$ cat src/rtl/vghs_pkg.sv
// Shared constants, types and codes of the volume gradient and Hessian stencil.
package vghs_pkg;

	localparam int MAX_WIDTH  = 256;
	localparam int MAX_HEIGHT = 256;
	localparam int XW         = $clog2(MAX_WIDTH);
	localparam int YW         = $clog2(MAX_HEIGHT);
	localparam int ADDR_W     = XW + YW;
	localparam int DIM_W      = 9;
	localparam int DEPTH_W    = 16;
	localparam int CFG_W      = 16;
	localparam int PEND_W     = $clog2(MAX_WIDTH * MAX_HEIGHT + MAX_WIDTH + 2);
	localparam int QDEPTH     = 8;
	localparam int QPTR_W     = $clog2(QDEPTH);

	localparam logic signed [13:0] WG_CENTRE = 14'sd5069;
	localparam logic signed [13:0] WG_EDGE   = 14'sd4252;
	localparam logic signed [13:0] WG_CORNER = 14'sd2673;

	localparam logic [1:0] REG_WIDTH  = 2'd0;
	localparam logic [1:0] REG_HEIGHT = 2'd1;
	localparam logic [1:0] REG_DEPTH  = 2'd2;

	localparam logic OP_SAMPLE = 1'b0;
	localparam logic OP_DRAIN  = 1'b1;

	typedef logic [26:0][15:0] win_t;

	typedef struct packed {
		logic valid;
		logic inner;
		logic last;
	} ctrl_t;

	typedef struct packed {
		logic signed [32:0] gx;
		logic signed [32:0] gy;
		logic signed [32:0] gz;
		logic signed [21:0] hxx;
		logic signed [21:0] hyy;
		logic signed [21:0] hzz;
		logic signed [21:0] hxy;
		logic signed [21:0] hxz;
		logic signed [21:0] hyz;
		logic last;
	} res_t;

endpackage

$ cat src/rtl/vghs_fifo.sv
// Result queue between the arithmetic pipeline and the output port.
module vghs_fifo (
	input  logic           clk,
	input  logic           arst_n,
	input  logic           push,
	input  vghs_pkg::res_t din,
	input  logic           pop,
	output logic           not_empty,
	output vghs_pkg::res_t dout
);
	import vghs_pkg::*;

	res_t              q_mem [QDEPTH];
	logic [QPTR_W-1:0] wr_q, rd_q;
	logic [QPTR_W:0]   cnt_q;

	always_ff @(posedge clk or negedge arst_n) begin
		if (!arst_n) begin
			wr_q  <= '0;
			rd_q  <= '0;
			cnt_q <= '0;
		end else begin
			if (push)
				wr_q <= wr_q + QPTR_W'(1);
			if (pop)
				rd_q <= rd_q + QPTR_W'(1);
			if (push && !pop)
				cnt_q <= cnt_q + (QPTR_W+1)'(1);
			else if (pop && !push)
				cnt_q <= cnt_q - (QPTR_W+1)'(1);
		end
	end

	always_ff @(posedge clk) begin
		if (push)
			q_mem[wr_q] <= din;
	end

	assign not_empty = (cnt_q != '0);
	assign dout      = q_mem[rd_q];

endmodule

$ cat config.mk
export PLATFORM = sky130hd
export DESIGN_NAME = vghs_fifo
export DESIGN_NICKNAME = d
export VERILOG_FILES = /design/src/rtl/vghs_pkg.sv /design/src/rtl/vghs_fifo.sv
export SDC_FILE = /design/constraint.sdc
export NUM_CORES = 2
export LEC_CHECK = 0
export BUFFER_PORTS_ARGS = -buffer_cell sky130_fd_sc_hd__buf_2
export CORE_ASPECT_RATIO = 1.75
export CORE_MARGIN = 1
export CORE_UTILIZATION = 54
export CTS_CLUSTER_SIZE = 16
export DETAILED_ROUTE_END_ITERATION = 8
export GPL_ROUTABILITY_DRIVEN = 0
export HOLD_SLACK_MARGIN = 0.06
export PLACE_DENSITY = 0.84
export SKIP_LAST_GASP = 1
export SLEW_MARGIN = 0
export SYNTH_ARGS = -nofsm -noshare
export SYNTH_HDL_FRONTEND = slang
export SYNTH_SLANG_ARGS = --single-unit
export TNS_END_PERCENT = 20
$ cat constraint.sdc
create_clock -name clk -period 18.1 [get_ports clk]
set_input_delay 4.525 -clock clk [delete_from_list [all_inputs] [get_ports clk]]
set_output_delay 4.525 -clock clk [all_outputs]
set_load 0.05 [all_outputs]
After elaboration in Yosys (flattened, before gate mapping)
Memory sizes are Yosys's and may differ from the RTL's.
Index checks and enable logic that the tools add are counted.
{"block": "classes", "mux": 4, "shifts": 0, "n_reduce_logical": 6, "bitwise_logic": 0, "order_cmp": 0, "div_mod_pow": 0, "multipliers": 0, "n_addsub": 4, "eq_ne": 0}
{"op": "4-bit 2-to-1 mux", "n": 2}
{"op": "3-bit by 1-bit adder with 3-bit output (second input constant)", "n": 2}
{"op": "4-bit by 1-bit adder with 4-bit output (second input constant)", "n": 1}
{"op": "4-bit nonzero test", "n": 1}
{"op": "4-bit by 1-bit subtractor with 4-bit output (second input constant)", "n": 1}
{"op": "1-bit logical AND", "n": 2}
{"op": "1-bit logical NOT", "n": 2}
{"op": "1-bit 2-to-1 mux", "n": 2}
{"op": "2-bit nonzero test", "n": 1}
{"block": "totals", "rom_bits": 0, "word_cells": 18, "memories": 1, "ramBits": 1856, "register_bits": 10, "inputBits": 236, "latch_bits": 0, "output_inout_bits": 233}
{"memory": "q_mem", "words": 8, "width": 232, "rd": 1, "rd_ports_with_merged_regs": 0, "wr": 1, "line_no": "vghs_fifo.sv:13", "source": "res_t q_mem [QDEPTH];"}

Depth between registers and ports, before layout
{"block": "depth", "word_depth": 4, "ltp_mapped": 7, "ltp_nobuf": 7}

Worst setup path after synthesis
Ideal clock, no wire load.
{"block": "synth_timing", "path_type": "input port to flip-flop", "start": "input push", "end": "memory q_mem[0][0] (netlist name), enable pin", "arrival_time_ns": 20.229, "setup_ns": 1.109, "path_slack_ns": -3.237, "required_ns": 16.991, "path_buffers": 0, "cell_stages": 2, "path_cell_list": "nand2b_1 -> nor3_1"}
{"block": "synth_via", "elab_chain_cells": 2}
{"element": "start, declared", "line_no": "vghs_fifo.sv:5", "source": "input logic push,"}
{"element": "1-bit 2-to-1 mux", "line_no": "vghs_fifo.sv:35", "source": "if (push)"}
{"element": "1-bit 2-to-1 mux (not written as such)", "line_no": "vghs_fifo.sv:36", "source": "q_mem[wr_q] <= din;"}
{"element": "end, declared", "line_no": "vghs_fifo.sv:13"}
No other way between the ends.

==> impl_metrics.json <==
{
  "antenna_found_initial": 45,
  "ctsHoldBuffers": 0,
  "die_area_mm2": 0.135,
  "synth.most_common_cell": "edfxtp_1",
  "fmax_mhz": 105,
  "grt_first_pass_wirelength_um": 213000,
  "hold_path.class": "reg2reg",
  "port_buffers": 468,
  "total_power_mw": 14.1,
  "vias": 31300,
  "area_growth_syn_to_layout_pct": 12.9,
  "powerDensity_mw_per_mm2": 174,
  "place_inst": 4812,
  "setup_viol": 0,
  "p_comb_share_pct": 36.2,
  "post-place-ws_ps": 9340,
  "setup_ws_ps": 8560,
  "die_h_um": 484,
  "internal-power_mw": 9.03,
  "nets": 3523,
  "swShare_pct": 36.2,
  "synthesis.nets": 2983,
  "synth-seq-cells": 1866,
  "wl_um": 146000,
  "root_buffer": "clkbuf_16",
  "rsz0062_at_grt": "no",
  "setup.worst_path.end_class": "output port",
  "yosys.area.top_type": "edfxtp_1",
  "worst_ep_required_time_ps": 13570,
  "coreArea_mm2": 0.132,
  "ir_worst_vdd_mv": 0.329,
  "multi_input_area_mm2": 0.0150,
  "dpl.hpwl_um": 74900,
  "initial_core_util_pct": 54.5,
  "power_frac_seq_pct": 39.9,
  "synth_common_cells": "1856 x edfxtp_1, 403 x mux4_1, 235 x mux2_2",
  "synth.avg_cell_area_um2": 26.2,
  "chipWidth_um": 278,
  "async_flop_share_pct": 0.536,
  "p_sw_mw": 5.12,
  "grt_start_max_net_pins": 169,
  "maxSlewViolCount": 0,
  "r2r-start": "wr_q[1]",
  "period_share_pct": 52.7,
  "postCtsSetupBuffers": 0,
  "path_max_fanout": 64,
  "ys_seq_area_share_pct": 78.0,
  "ys_types": 28,
  "row_count": 176,
  "relSlewSlack_pct": 22.3,
  "synth_top_area_share_pct": 77.6,
  "clockBufferDepth": 3,
  "drtAntennaViolNets": 0,
  "cts_made_buffers": 158,
  "cts_tree": "yes",
  "power.share.clock_pct": 24.0,
  "ys.flop_type": "edfxtp_1",
  "hold_viol": 0,
  "h-tree-depth": 4,
  "syn_area_mm2": 0.0718,
  "tightest_slew_ps": 1170,
  "clk_pin_slew_worst_paths_ps": 60,
  "skew_ps": 26.7,
  "cap_violations": 0,
  "postCtsResizedCells": 0,
  "r2r-end": "q_mem[2][79]",
  "startpoint_type": "register",
  "route.detailed.drc": 0,
  "finalCriticalPeriod_ps": 9540,
  "fillCellCount": 8364,
  "first_global_vias": 32600,
  "cp_data_arrival_time_ps": 5020,
  "drt_iter0_drc": 2478,
  "instances_no_fill": 5105,
  "synth_edf_count": 1856,
  "status": "complete, no violations",
  "insertion_delay_ps": 790,
  "grt_overflow": 0,
  "path_class": "reg2out",
  "viasPerCell": 6.14,
  "seq_area_mm2": 0.0560,
  "numClockSinks": 1866,
  "holdCritStartpoint": "cnt_q[2]",
  "place_area_mm2": 0.0759,
  "hold_end": "cnt_q[2]",
  "reg2reg_slack_ps": 14470,
  "min_path_cells": 2,
  "fin_util_pct": 61.6,
  "p_leak_nw": 27.2,
  "synth_area_leaders": "edfxtp_1 78%, mux4_1 15%, mux2_2 3.7%",
  "r2r_cells": 5,
  "drive_above_1_share_pct": 30.5,
  "fin_area_mm2": 0.0811,
  "dr.pass1.iters": 5,
  "ys_warn_count": 0,
  "grtUsageTotal_pct": 21.7,
  "routedWlPerCell_um": 28.6,
  "io_pins": 469,
  "syn_inst": 2741
}
## registers in the layout (all words and copies together) (netlist names)
register  flops
cnt_q         4
q_mem      1856
rd_q          3
wr_q          3
## power groups by stage
stage               clock network (mW)  registers (mW)  logic, mW
finish                            3.39            5.64       5.12
global route                      3.60            5.68       5.33
CTS                               3.46            5.64       5.18
detailed placement                   0            5.72       5.13
global placement                     0            5.67       5.08
floorplan                            0            5.83       4.02
## routing by layer
layer / global-route usage (%) / vias up / routed length (um)
met5: 0 / - / 457
met4: 7.06 / 68 / 3220
met3: 6.18 / 255 / 11800
met2: 37.7 / 1191 / 77100
met1: 26.0 / 16500 / 53300
li1: - / 13300 / -
## worst max path at each step
stage          startpoint           to  slack, ps  depth (start not counted)
2_1_floorplan        push  q_mem[2][0]      -3230                          2
3_3_place_gp      rd_q[1]    dout[168]       9350                          6
3_5_place_dp      rd_q[1]    dout[168]       9340                          6
4_1_cts           rd_q[1]    dout[199]       8440                          6
5_1_grt           rd_q[1]    dout[199]       8310                          6
6_report          rd_q[1]    dout[199]       8560                          6
## logic make-up (layout without fill, tap and decap cells)
kind of cell,count (synthesis),count (layout),share of synthesized area [%]
xor+xnor,6,6,0.0732
fa+ha+maj,6,6,0.115
buf+inv,133,792,1.27
simple gates,24,24,0.164
flops,1866,1866,78.0
mux,700,700,20.4
other cells,0,14,0
compound gates,6,6,0.0575
## critical path, cell delays in order, from the launching register on
cell and delay (ps):
dfrtp_4 1000, buf_4 660, buf_4 790, buf_4 670, mux4_1 460, mux2_2 310
buf_2 220
## area by class of cell
cell class / count / area share [%]
sequential: 1866 / 69.1
multi-input combinational: 742 / 18.5
clock buffer: 187 / 5.04
timing repair buffer: 511 / 3.43
tap: 1691 / 2.61
clock inverter: 92 / 1.34
antenna: 14 / 0.0432
inverter: 2 / 0.00926
## through the flow
step / TNS [ps] / hold WS [ps]
6_report: 0 / 535
5_1_grt: 0 / 570
4_1_cts: 0 / 542
3_5_place_dp: 0 / 528
3_3_place_gp: 0 / 510
2_1_floorplan: -749650 / 469
## layout by cell type, fill, tap and decap left out, types with 5 or more instances in the layout
cell type     n
nor2_4        6
nand2_1       6
clkinv_1     31
clkbuf_1     28
buf_4        34
mux4_2       61
diode_2      14
dfrtp_1       7
buf_2       468
mux2_2      235
mux4_1      403
clkbuf_16   159
ha_1          5
clkinv_2     20
buf_12        9
bufinv_16    17
edfxtp_1   1856
Note: power is estimated with default switching activity, not from simulation.
